[config.mk]
export PLATFORM = sky130hd
export DESIGN_NAME = antialiased_line_wu
export DESIGN_NICKNAME = d
export VERILOG_FILES = /design/src/rtl/alw_pkg.sv /design/src/rtl/antialiased_line_wu.sv /design/src/rtl/alw_front.sv /design/src/rtl/alw_queue.sv /design/src/rtl/alw_back.sv
export SDC_FILE = /design/constraint.sdc
export NUM_CORES = 2
export LEC_CHECK = 0
export BUFFER_PORTS_ARGS = -buffer_cell sky130_fd_sc_hd__buf_2
export CAP_MARGIN = 10
export CELL_PAD_IN_SITES_DETAIL_PLACEMENT = 1
export CELL_PAD_IN_SITES_GLOBAL_PLACEMENT = 2
export CORE_ASPECT_RATIO = 0.7
export CORE_UTILIZATION = 45
export CTS_CLUSTER_DIAMETER = 40
export DETAILED_ROUTE_END_ITERATION = 8
export PLACE_DENSITY_LB_ADDON = 0.1
export REMOVE_ABC_BUFFERS = 1
export SLEW_MARGIN = 25
export SYNTH_ARGS = -nofsm -noshare
export SYNTH_HDL_FRONTEND = slang
export SYNTH_SLANG_ARGS = --single-unit
[constraint.sdc]
create_clock -name clk_i -period 16.9 [get_ports clk_i]
set_input_delay 4.225 -clock clk_i [delete_from_list [all_inputs] [get_ports clk_i]]
set_output_delay 4.225 -clock clk_i [all_outputs]
set_load 0.01 [all_outputs]
[src/rtl/alw_pkg.sv]
// Shared types and constants of the antialiased line rasterizer.
package alw_pkg;

  localparam int unsigned CoordIntBits  = 12;
  localparam int unsigned CoordFracBits = 4;
  localparam int unsigned GradFracBits  = 16;
  localparam int unsigned CoordW        = CoordIntBits + CoordFracBits;
  localparam int unsigned MinorW        = CoordIntBits + GradFracBits;
  localparam int unsigned GradW         = GradFracBits + 2;
  localparam int unsigned GapW          = CoordFracBits + 1;
  localparam int unsigned PixW          = 12;
  localparam int unsigned AlphaW        = 8;
  localparam int unsigned InDataW       = 4 * CoordW;
  localparam int unsigned OutDataW      = 2 * PixW + 2 * AlphaW;

  localparam logic KindLoad = 1'b0;
  localparam logic KindStep = 1'b1;

  typedef struct packed {
    logic              is_load;
    logic              swapped;
    logic [CoordW-1:0] a1;
    logic [CoordW-1:0] m1;
    logic [CoordW-1:0] a2;
    logic [CoordW-1:0] m2;
  } cmd_t;

endpackage

[src/rtl/antialiased_line_wu.sv]
// Top level of the fixed-point antialiased line rasterizer.
//
// Usage: send a load item (s_axis_tuser = 0) with two endpoints in unsigned
// 12.4 fixed point, then one step item (s_axis_tuser = 1) per pixel pair.
// Each step of an active line returns one item on the master side: the
// start endpoint pair, the interior pairs, then the end pair with tlast set.
// Steps with no active line are consumed and return nothing.
// A step item passes the input stage register and a queue entry before the
// core registers its result. Steps sustain one item per cycle while the
// receiver takes results and no load occupies the core.
// A load occupies the core for the gradient divider, one quotient bit per
// cycle, then the setup state; a zero major span skips the divider.
// Items accepted behind a load wait in the two-entry queue and input stage.
// Reset clears all control state; no line is active afterwards.
// When the receiver stalls, hold the result in the output register; the
// input side keeps taking items until the queue and input stage fill.
module antialiased_line_wu import alw_pkg::*; (
  input  logic                clk_i,
  input  logic                rst_ni,
  input  logic                s_axis_tvalid,
  output logic                s_axis_tready,
  input  logic [InDataW-1:0]  s_axis_tdata,  // x_start, y_start, x_end, y_end
  input  logic                s_axis_tuser,  // kind
  output logic                m_axis_tvalid,
  input  logic                m_axis_tready,
  output logic [OutDataW-1:0] m_axis_tdata,  // pixel_x, pixel_y, alpha_near, alpha_far
  output logic                m_axis_tuser,  // steep
  output logic                m_axis_tlast   // last
);

  logic fr_valid, fr_ready, q_valid, q_pop;
  cmd_t fr_cmd, q_cmd;

  // classify and order endpoints
  alw_front u_front (
    .clk_i       (clk_i),
    .rst_ni      (rst_ni),
    .in_valid_i  (s_axis_tvalid),
    .in_ready_o  (s_axis_tready),
    .kind_i      (s_axis_tuser),
    .data_i      (s_axis_tdata),
    .cmd_valid_o (fr_valid),
    .cmd_ready_i (fr_ready),
    .cmd_o       (fr_cmd)
  );

  // decouple the input stage from long loads in the core
  alw_queue u_queue (
    .clk_i        (clk_i),
    .rst_ni       (rst_ni),
    .push_valid_i (fr_valid),
    .push_ready_o (fr_ready),
    .push_cmd_i   (fr_cmd),
    .pop_valid_o  (q_valid),
    .pop_i        (q_pop),
    .pop_cmd_o    (q_cmd)
  );

  // divide, set up endpoints, step pairs
  alw_back u_back (
    .clk_i       (clk_i),
    .rst_ni      (rst_ni),
    .cmd_valid_i (q_valid),
    .cmd_i       (q_cmd),
    .cmd_pop_o   (q_pop),
    .out_valid_o (m_axis_tvalid),
    .out_ready_i (m_axis_tready),
    .out_data_o  (m_axis_tdata),
    .out_steep_o (m_axis_tuser),
    .out_last_o  (m_axis_tlast)
  );

endmodule

[src/rtl/alw_front.sv]
// Input stage: accept items, pick the major axis and order the endpoints.
module alw_front import alw_pkg::*; (
  input  logic               clk_i,
  input  logic               rst_ni,
  input  logic               in_valid_i,
  output logic               in_ready_o,
  input  logic               kind_i,
  input  logic [InDataW-1:0] data_i,
  output logic               cmd_valid_o,
  input  logic               cmd_ready_i,
  output cmd_t               cmd_o
);

  logic              valid_q, valid_d;
  cmd_t              cmd_q;
  cmd_t              cmd_d;
  logic [CoordW-1:0] xa, ya, xb, yb, a1, m1, a2, m2;
  logic [CoordW:0]   dx, dy, adx, ady;
  logic              swap;

  assign xa = data_i[CoordW-1:0];
  assign ya = data_i[2*CoordW-1:CoordW];
  assign xb = data_i[3*CoordW-1:2*CoordW];
  assign yb = data_i[4*CoordW-1:3*CoordW];

  always_comb begin
    dx   = {1'b0, xb} - {1'b0, xa};
    dy   = {1'b0, yb} - {1'b0, ya};
    adx  = dx[CoordW] ? (~dx + 1'b1) : dx;
    ady  = dy[CoordW] ? (~dy + 1'b1) : dy;
    swap = adx < ady;
    a1   = swap ? ya : xa;
    m1   = swap ? xa : ya;
    a2   = swap ? yb : xb;
    m2   = swap ? xb : yb;
    cmd_d.is_load = (kind_i == KindLoad);
    cmd_d.swapped = swap;
    // put the smaller major coordinate first
    if (a1 > a2) begin
      cmd_d.a1 = a2;
      cmd_d.m1 = m2;
      cmd_d.a2 = a1;
      cmd_d.m2 = m1;
    end else begin
      cmd_d.a1 = a1;
      cmd_d.m1 = m1;
      cmd_d.a2 = a2;
      cmd_d.m2 = m2;
    end
  end

  assign in_ready_o  = !valid_q || cmd_ready_i;
  assign cmd_valid_o = valid_q;
  assign cmd_o       = cmd_q;

  always_comb begin
    valid_d = valid_q;
    if (in_ready_o) begin
      valid_d = in_valid_i;
    end
  end

  always_ff @(posedge clk_i or negedge rst_ni) begin
    if (!rst_ni) begin
      valid_q <= 1'b0;
    end else begin
      valid_q <= valid_d;
    end
  end

  always_ff @(posedge clk_i) begin
    if (in_ready_o && in_valid_i) begin
      cmd_q <= cmd_d;
    end
  end

endmodule

[src/rtl/alw_queue.sv]
// Two-entry command queue between the input stage and the rasterizer core.
module alw_queue import alw_pkg::*; (
  input  logic clk_i,
  input  logic rst_ni,
  input  logic push_valid_i,
  output logic push_ready_o,
  input  cmd_t push_cmd_i,
  output logic pop_valid_o,
  input  logic pop_i,
  output cmd_t pop_cmd_o
);

  cmd_t       mem_q [2];
  logic       wptr_q, wptr_d, rptr_q, rptr_d;
  logic [1:0] count_q, count_d;
  logic       push, pop;

  assign push_ready_o = (count_q != 2'd2);
  assign pop_valid_o  = (count_q != 2'd0);
  assign pop_cmd_o    = mem_q[rptr_q];
  assign push         = push_valid_i && push_ready_o;
  assign pop          = pop_i && pop_valid_o;

  always_comb begin
    wptr_d  = wptr_q ^ push;
    rptr_d  = rptr_q ^ pop;
    count_d = count_q + {1'b0, push} - {1'b0, pop};
  end

  always_ff @(posedge clk_i or negedge rst_ni) begin
    if (!rst_ni) begin
      wptr_q  <= 1'b0;
      rptr_q  <= 1'b0;
      count_q <= 2'd0;
    end else begin
      wptr_q  <= wptr_d;
      rptr_q  <= rptr_d;
      count_q <= count_d;
    end
  end

  always_ff @(posedge clk_i) begin
    if (push) begin
      mem_q[wptr_q] <= push_cmd_i;
    end
  end

endmodule

[src/rtl/alw_back.sv]
// Rasterizer core: gradient division, endpoint setup and pixel pair stepping.
module alw_back import alw_pkg::*; (
  input  logic                clk_i,
  input  logic                rst_ni,
  input  logic                cmd_valid_i,
  input  cmd_t                cmd_i,
  output logic                cmd_pop_o,
  output logic                out_valid_o,
  input  logic                out_ready_i,
  output logic [OutDataW-1:0] out_data_o,
  output logic                out_steep_o,
  output logic                out_last_o
);

  localparam logic [1:0] StIdle = 2'd0;
  localparam logic [1:0] StDiv  = 2'd1;
  localparam logic [1:0] StFin  = 2'd2;

  localparam logic [1:0] PhStart = 2'd0;
  localparam logic [1:0] PhMid   = 2'd1;
  localparam logic [1:0] PhEnd   = 2'd2;

  localparam int unsigned NumW = CoordW + GradFracBits;
  localparam int unsigned CntW = $clog2(NumW);
  localparam int unsigned QuoW = GradFracBits + 1;
  localparam int unsigned ProdW = GradW + GapW;
  localparam logic [GapW-1:0] GapOne = GapW'(1 << CoordFracBits);
  localparam logic [GradW-1:0] GradOne = GradW'(1 << GradFracBits);

  logic [1:0]             st_q, st_d, phase_q, phase_d;
  logic                   active_q, active_d, swapped_q, swapped_d;
  logic [CoordIntBits-1:0] major_pos_q, major_pos_d, major_last_q, major_last_d;
  logic [MinorW-1:0]      accum_q, accum_d, smin_q, smin_d, emin_q, emin_d;
  logic [GapW-1:0]        sgap_q, sgap_d, egap_q, egap_d;
  logic [GradW-1:0]       grad_q, grad_d;
  logic [CoordW-1:0]      a1_q, a1_d, m1_q, m1_d, a2_q, a2_d, m2_q, m2_d;
  logic                   neg_q, neg_d;
  logic [CoordW-1:0]      dmaj_q, dmaj_d;
  logic [NumW-1:0]        num_q, num_d;
  logic [CoordW-1:0]      rem_q, rem_d;
  logic [QuoW-1:0]        quo_q, quo_d;
  logic [CntW-1:0]        cnt_q, cnt_d;

  logic                   ov_q, ov_d, olast_q, olast_d, osteep_q, osteep_d;
  logic [OutDataW-1:0]    odata_q, odata_d;

  // divider step
  logic [CoordW:0]        rs;
  logic                   ge;
  // load setup
  logic [CoordW:0]        dmin;
  logic [CoordW-1:0]      dmaj;
  // emit
  logic                   emit;
  logic [CoordIntBits-1:0] e_maj;
  logic [MinorW-1:0]      e_mnr;
  logic [GapW-1:0]        e_gap;
  logic                   e_fin;

  function automatic logic [CoordIntBits-1:0] round_major(logic [CoordW-1:0] c);
    logic [CoordW:0] s;
    s = {1'b0, c} + (CoordW+1)'(1 << (CoordFracBits - 1));
    if (s[CoordW:CoordFracBits] > (CoordIntBits+1)'({CoordIntBits{1'b1}})) begin
      return {CoordIntBits{1'b1}};
    end
    return s[CoordIntBits+CoordFracBits-1:CoordFracBits];
  endfunction

  function automatic logic [MinorW-1:0] minor_at(logic [CoordIntBits-1:0] col,
                                                 logic [CoordW-1:0] maj,
                                                 logic [CoordW-1:0] mnr,
                                                 logic [GradW-1:0] grad);
    logic signed [CoordW+1:0] diff;
    logic signed [GapW-1:0]   d;
    logic signed [ProdW-1:0]  p;
    logic signed [ProdW-1:0]  sh;
    diff = $signed({2'b00, col, {CoordFracBits{1'b0}}}) - $signed({2'b00, maj});
    d    = diff[GapW-1:0];
    p    = $signed(grad) * d;
    sh   = p >>> CoordFracBits;
    return {mnr, {(GradFracBits-CoordFracBits){1'b0}}}
           + MinorW'({{(MinorW-ProdW){sh[ProdW-1]}}, sh});
  endfunction

  function automatic logic [AlphaW-1:0] alpha(logic [QuoW-1:0] fr, logic [GapW-1:0] gap);
    logic [QuoW+GapW-1:0]   t;
    logic [QuoW+GapW+7:0]   s;
    t = fr * gap;
    s = {t, 8'd0} - {8'd0, t};
    return s[GradFracBits+CoordFracBits+AlphaW-1:GradFracBits+CoordFracBits];
  endfunction

  assign rs   = {rem_q, num_q[NumW-1]};
  assign ge   = rs >= {1'b0, dmaj_q};
  assign dmaj = cmd_i.a2 - cmd_i.a1;
  assign dmin = {1'b0, cmd_i.m2} - {1'b0, cmd_i.m1};

  always_comb begin
    st_d = st_q; phase_d = phase_q; active_d = active_q; swapped_d = swapped_q;
    major_pos_d = major_pos_q; major_last_d = major_last_q;
    accum_d = accum_q; smin_d = smin_q; emin_d = emin_q;
    sgap_d = sgap_q; egap_d = egap_q; grad_d = grad_q;
    a1_d = a1_q; m1_d = m1_q; a2_d = a2_q; m2_d = m2_q;
    neg_d = neg_q; dmaj_d = dmaj_q; num_d = num_q; rem_d = rem_q;
    quo_d = quo_q; cnt_d = cnt_q;
    cmd_pop_o = 1'b0;
    emit  = 1'b0;
    e_maj = major_pos_q; e_mnr = smin_q; e_gap = sgap_q; e_fin = 1'b0;

    unique case (st_q)
      StIdle: begin
        if (cmd_valid_i && cmd_i.is_load) begin
          cmd_pop_o = 1'b1;
          active_d  = 1'b0;
          swapped_d = cmd_i.swapped;
          a1_d = cmd_i.a1; m1_d = cmd_i.m1; a2_d = cmd_i.a2; m2_d = cmd_i.m2;
          neg_d  = dmin[CoordW];
          dmaj_d = dmaj;
          num_d  = {(dmin[CoordW] ? CoordW'(~dmin + 1'b1) : dmin[CoordW-1:0]),
                    {GradFracBits{1'b0}}};
          rem_d  = '0;
          quo_d  = '0;
          cnt_d  = '0;
          if (dmaj == '0) begin
            grad_d = GradOne;
            st_d   = StFin;
          end else begin
            st_d = StDiv;
          end
        end else if (cmd_valid_i && (!ov_q || out_ready_i)) begin
          cmd_pop_o = 1'b1;
          if (active_q) begin
            unique case (phase_q)
              PhStart: begin
                emit = 1'b1;
                if ({1'b0, major_last_q} >= {1'b0, major_pos_q} + 2'd2) begin
                  major_pos_d = major_pos_q + 1'b1;
                  phase_d     = PhMid;
                end else begin
                  phase_d = PhEnd;
                end
              end
              PhMid: begin
                emit  = 1'b1;
                e_mnr = accum_q;
                e_gap = GapOne;
                accum_d = accum_q + MinorW'({{(MinorW-GradW){grad_q[GradW-1]}}, grad_q});
                if ({1'b0, major_pos_q} + 1'b1 >= {1'b0, major_last_q}) begin
                  phase_d = PhEnd;
                end else begin
                  major_pos_d = major_pos_q + 1'b1;
                end
              end
              PhEnd: begin
                emit  = 1'b1;
                e_maj = major_last_q;
                e_mnr = emin_q;
                e_gap = egap_q;
                e_fin = 1'b1;
                active_d = 1'b0;
                phase_d  = PhStart;
              end
              default: begin
                active_d = 1'b0;
                phase_d  = PhStart;
              end
            endcase
          end
        end
      end
      StDiv: begin
        rem_d = ge ? CoordW'(rs - {1'b0, dmaj_q}) : rs[CoordW-1:0];
        num_d = {num_q[NumW-2:0], 1'b0};
        quo_d = {quo_q[QuoW-2:0], ge};
        cnt_d = cnt_q + 1'b1;
        if (cnt_q == CntW'(NumW - 1)) begin
          grad_d = neg_q ? (~{1'b0, quo_d} + 1'b1) : {1'b0, quo_d};
          st_d   = StFin;
        end
      end
      StFin: begin
        major_pos_d  = round_major(a1_q);
        major_last_d = round_major(a2_q);
        smin_d = minor_at(major_pos_d, a1_q, m1_q, grad_q);
        emin_d = minor_at(major_last_d, a2_q, m2_q, grad_q);
        sgap_d = GapOne - {1'b0, a1_q[CoordFracBits-1:0]
                                 + CoordFracBits'(1 << (CoordFracBits - 1))};
        egap_d = {1'b0, a2_q[CoordFracBits-1:0] + CoordFracBits'(1 << (CoordFracBits - 1))};
        accum_d  = smin_d + MinorW'({{(MinorW-GradW){grad_q[GradW-1]}}, grad_q});
        phase_d  = PhStart;
        active_d = 1'b1;
        st_d     = StIdle;
      end
      default: st_d = StIdle;
    endcase
  end

  // output register
  always_comb begin
    logic [CoordIntBits-1:0] mi;
    logic [QuoW-1:0]         f, rf;
    logic [PixW-1:0]         px, py;
    mi = e_mnr[MinorW-1:GradFracBits];
    f  = {1'b0, e_mnr[GradFracBits-1:0]};
    rf = QuoW'(1 << GradFracBits) - f;
    px = PixW'(swapped_q ? mi : e_maj);
    py = PixW'(swapped_q ? e_maj : mi);
    ov_d = ov_q && !out_ready_i;
    odata_d = odata_q; olast_d = olast_q; osteep_d = osteep_q;
    if (emit) begin
      ov_d     = 1'b1;
      odata_d  = {alpha(f, e_gap), alpha(rf, e_gap), py, px};
      olast_d  = e_fin;
      osteep_d = swapped_q;
    end
  end

  assign out_valid_o = ov_q;
  assign out_data_o  = odata_q;
  assign out_last_o  = olast_q;
  assign out_steep_o = osteep_q;

  always_ff @(posedge clk_i or negedge rst_ni) begin
    if (!rst_ni) begin
      st_q <= StIdle; phase_q <= PhStart; active_q <= 1'b0; swapped_q <= 1'b0;
      major_pos_q <= '0; major_last_q <= '0; accum_q <= '0; grad_q <= '0;
      smin_q <= '0; emin_q <= '0; sgap_q <= '0; egap_q <= '0;
      cnt_q <= '0; ov_q <= 1'b0;
    end else begin
      st_q <= st_d; phase_q <= phase_d; active_q <= active_d; swapped_q <= swapped_d;
      major_pos_q <= major_pos_d; major_last_q <= major_last_d; accum_q <= accum_d;
      grad_q <= grad_d; smin_q <= smin_d; emin_q <= emin_d;
      sgap_q <= sgap_d; egap_q <= egap_d; cnt_q <= cnt_d; ov_q <= ov_d;
    end
  end

  always_ff @(posedge clk_i) begin
    a1_q <= a1_d; m1_q <= m1_d; a2_q <= a2_d; m2_q <= m2_d;
    neg_q <= neg_d; dmaj_q <= dmaj_d; num_q <= num_d; rem_q <= rem_d; quo_q <= quo_d;
    odata_q <= odata_d; olast_q <= olast_d; osteep_q <= osteep_d;
  end

endmodule

==> summary by stage <==
Outcome
The flow ran to the end, and the final reports show no timing, DRC or antenna violations.

Setup path
Data on the critical path is required at its endpoint by 17.29 ns. The worst setup path is of the in -> reg kind. The worst-case reg-to-reg path depth is 40. The cell at the slowest stage of the critical path is sky130_fd_sc_hd__a21oi_1.

The kind of capture point of the worst setup path is a register. The worst reg2reg path startpoint is u_back.a1_q[3]. Data on the critical path arrives at its endpoint at 13.27 ns. The minimum setup slack among reg-to-reg paths is 5.45 ns. The endpoint identified for the worst register-to-register timing path is u_back.accum_q[27]. Of all nets on the critical path, the largest fanout is 43.

The sort of element at the start of the critical path is a primary input. For this run, the slowest stage of the critical path takes 0.62 ns.

Yosys
The number of enable-type register cells in the synthesized netlist is 369. The cell area after synthesis is 0.0433 sq mm. The compound-gate portion of the synthesized area is 0.130.

The main combinational cell family by area after synthesis is adder cells. The most frequently used cell type in the post-synthesis netlist is sky130_fd_sc_hd__nand2_1. Of the total synthesized cell area, the portion taken by XOR and XNOR cells is 0.0589. Counting flops with an async set or reset pin after synthesis yields a share of 0.292.

Averaged over all synthesized cells, the footprint is 9.72 sq um. The library cell occupying the most area in the post-synthesis netlist is sky130_fd_sc_hd__edfxtp_1. Yosys mapped the design onto 88 distinct sky130hd cell types. The area share of the largest cell type after synthesis is 0.256. The portion of synthesized area spent on multiplexers is 0.0650. By area the synthesized netlist is led by sky130_fd_sc_hd__edfxtp_1 (26%), sky130_fd_sc_hd__ha_1 (11%), sky130_fd_sc_hd__fa_1 (9.6%).

The count of yosys warnings during synthesis is 0. Of the total synthesized cell area, the portion taken by AND, OR, NAND and NOR gates is 0.145. The gate count after technology mapping is 4454. The share of synthesized area occupied by flip-flops and latches is 0.344. The number of synthesized register bits is 521. The most frequently used flop master after synthesis is sky130_fd_sc_hd__edfxtp_1. Of the total synthesized cell area, the portion taken by full adders, half adders and majority gates is 0.205. After synthesis, the most frequently instantiated cells are sky130_fd_sc_hd__nand2_1 (470), sky130_fd_sc_hd__inv_1 (446), sky130_fd_sc_hd__ha_1 (379).

Clocking
In this run the deepest clock path goes through 3 buffers. The quantity of hold-fixing buffers added after cts is 0. The number of gates resized after cts is 0. The H-tree was split into 3 levels.

The clock latency reported for the late side of the worst-skew pair is 0.69 ns. The number of clock buffers added by TritonCTS is 85. The cell at the root of the clock tree is sky130_fd_sc_hd__clkbuf_16. After clock tree synthesis, the clock-pin slew on the worst setup and hold paths is 0.06 ns.

The clock tree from TritonCTS is built. The post-CTS setup repair buffer count is 0. CTS saw 521 sinks.

STA
The worst setup margin is 4.02 ns. Setup repair after global routing left no endpoint under its margin. For the finished layout, the period the worst path requires is 12.88 ns.

On the final layout, the worst hold slack is 0.445 ns. The ratio of final minimum period to clock period is 0.762. The final hold violation count is 0. The tightest slew margin relative to the limit is 0.266. The transition time at the pin with the least slew margin is 1.07 ns. The max-slew violation count is 0.

Static timing analysis puts the maximum clock frequency at 0.0776 GHz. The post-route clock skew is 0.0462 ns. Setup violations remaining at the end of the flow were counted as 0.

Global routing
The initial antenna violation count is 5. The number of global-route vias before repair was 34493. The global-route wire length before repair is 209000 um. For this run, the total global-route usage over all layers was measured as 0.278. Entering global routing, the biggest net connects 75 pins.

Global routing finished with a remaining overflow of 0.

Min path
The hold path depth is 0. The start point of the worst min-delay path is u_front.cmd_o[31]. The path category of the worst min-delay check is reg -> reg. The end of the worst hold path is u_queue.mem_q[1][31].

Detailed routing
The first TritonRoute pass finished after 7 iterations. For this block, the via count after detailed routing is 33412. The detail route stage leaves a number of antenna-violating nets equal to 0. For this run, design rule violations remaining after detail routing come to 0. The final wirelength is 134000 um. In the routed layout, each cell is associated on average with a via count of 5.68.

Dividing the detail-routed wire length by the instance count gives 22.8 um. After the first detailed-routing iteration, the DRC count stood at 2430.

Job
The max capacitance violation total is 0.

Place
After legalization and detailed placement, the total HPWL measured 103000 um. Routability-driven placement finished with a final weighted congestion of 0.898. The number of buffers added on ports is 112.

Timing analysis after detailed placement gives a worst setup slack of 3.38 ns.

Layout
The area of combinational cells with multiple inputs is 0.0263 sq mm. The share of layout cells above drive strength 1 is 0.0938. For this run, the post-layout net count is 5211. The number of filler cells placed in the layout is 10545. Compared with the post-synthesis result, the final layout area differs by 11.7%. The combined flip-flop and latch cell area is 0.0149 sq mm.

Die
The die outline height is 262 um. Measured along the x axis, the die boundary spans 373 um. For this configuration, the core starts out at a cell density of 0.457. The total number of placement rows is 94.

The total area inside the core boundary comes to 0.0947 sq mm. The die covers 0.0975 sq mm. The I/O pin total is 113.

Power
The power density of the placed cells is 209 mW/mm^2. IR analysis of the VDD net gives a maximum drop of 147 uV. Total power for the finished layout comes to 10.1 mW. Summed over all cells, the static leakage comes to 22.3 nW.
## logic make-up (layout without fill, tap and decap cells)
| family | after synthesis | in the layout |
|---|---|---|
| xor gates and xnor gates | 291 | 291 |
| other | 0 | 3 |
| buffers and inverters | 599 | 774 |
| AOI/OAI and AO/OA | 870 | 870 |
| and+or+nand+nor | 1314 | 1314 |
| adders and majority gates | 586 | 586 |
| muxes | 273 | 273 |
| DFF | 521 | 521 |
## final cells by class
| cell class | instances | share of cell area |
|---|---|---|
| well taps | 1248 | 0.0323 |
| diodes | 3 | 0.000155 |
| clock inverters | 63 | 0.0148 |
| inverters | 446 | 0.0346 |
| multi-input cells | 3334 | 0.543 |
| repair buffers | 168 | 0.0209 |
| clock buffers | 97 | 0.0466 |
| flip-flops and latches | 521 | 0.308 |
## how the worst max path moves through the flow
stage / to / slack [ns] / cells after the start / from
finish: u_back.out_data_o[30] / 4.02 / 35 / m_axis_tready
global route: u_back.out_data_o[30] / 3.47 / 35 / m_axis_tready
global placement: u_back.out_data_o[30] / 3.49 / 35 / m_axis_tready
CTS: u_front.cmd_o[23] / 4.03 / 37 / s_axis_tdata[48]
floorplan: u_front.cmd_o[0] / -7.60 / 28 / s_axis_tdata[32]
detailed placement: u_front.cmd_o[57] / 3.38 / 37 / s_axis_tdata[48]
## per-stage QoR
step	utilization	setup TNS, ns	cells	area [sq um]
2_1_floorplan	-	-485.61	4301	42700
3_5_place_dp	0.479	0	5716	45300
4_1_cts	0.510	0	5876	48300
5_1_grt	0.511	0	5877	48400
3_3_place_gp	0.479	0	5716	45300
6_report	0.511	0	5880	48400
## critical path: cells and delay by family
kind | cells | cell delay, ns
AOI/OAI and AO/OA | 13 | 3.33
adders and majority gates | 6 | 2.62
and+or+nand+nor | 10 | 1.60
xor gates and xnor gates | 3 | 0.75
buffers and inverters | 3 | 0.64
## metal layers
layer,share of wire,GRT usage,vias up
met4,0.015,0.0556,0
met2,0.40,0.387,721
met3,0.064,0.0514,132
met5,0,0,-
met1,0.53,0.442,16832
li1,-,-,15727
## sequential cells by signal (all words and copies together) (netlist names), 2 cells and up
signal and cells:
u_back.num_q 16, u_back.smin_q 28, u_back.phase_q 2, u_back.a2_q 16, u_back.major_pos_q 12, u_back.st_q 2
u_back.sgap_q 5, u_back.grad_q 18, u_back.quo_q 16, u_back.rem_q 16, u_back.accum_q 28, u_front.cmd_o 66
u_queue.mem_q 132, u_back.cnt_q 5, u_back.a1_q 16, u_back.out_data_o 40, u_back.egap_q 4, u_back.m2_q 16
u_back.dmaj_q 16, u_queue.count_q 2, u_back.m1_q 16, u_back.major_last_q 12, u_back.emin_q 28
## power by group
part	leakage (nW)	switching, mW	total [mW]	internal [mW]
clock network	1.42	0.736	1.82	1.08
registers	5.54	0.310	2.33	2.02
logic	15.3	3.67	5.98	2.31
total	22.3	4.72	10.1	5.41
## layout by cell type, fill, tap and decap left out, types with 33 or more instances in the layout
cell	n
sky130_fd_sc_hd__nand2b_1	46
sky130_fd_sc_hd__o21ai_0	232
sky130_fd_sc_hd__nor3_1	49
sky130_fd_sc_hd__and3_1	33
sky130_fd_sc_hd__a211oi_1	46
sky130_fd_sc_hd__nand2_1	470
sky130_fd_sc_hd__inv_1	445
sky130_fd_sc_hd__and2_1	152
sky130_fd_sc_hd__nor2b_1	41
sky130_fd_sc_hd__edfxtp_1	369
sky130_fd_sc_hd__dfrtp_1	151
sky130_fd_sc_hd__buf_4	54
sky130_fd_sc_hd__o21a_1	60
sky130_fd_sc_hd__xnor2_1	178
sky130_fd_sc_hd__nor2_1	307
sky130_fd_sc_hd__mux2i_1	220
sky130_fd_sc_hd__a21o_1	84
sky130_fd_sc_hd__nand3_1	68
sky130_fd_sc_hd__a21oi_1	193
sky130_fd_sc_hd__fa_1	207
sky130_fd_sc_hd__xor2_1	113
sky130_fd_sc_hd__buf_2	111
sky130_fd_sc_hd__mux2_2	51
sky130_fd_sc_hd__ha_1	377
sky130_fd_sc_hd__clkbuf_16	88
Note: power is estimated with default switching activity, not from simulation.
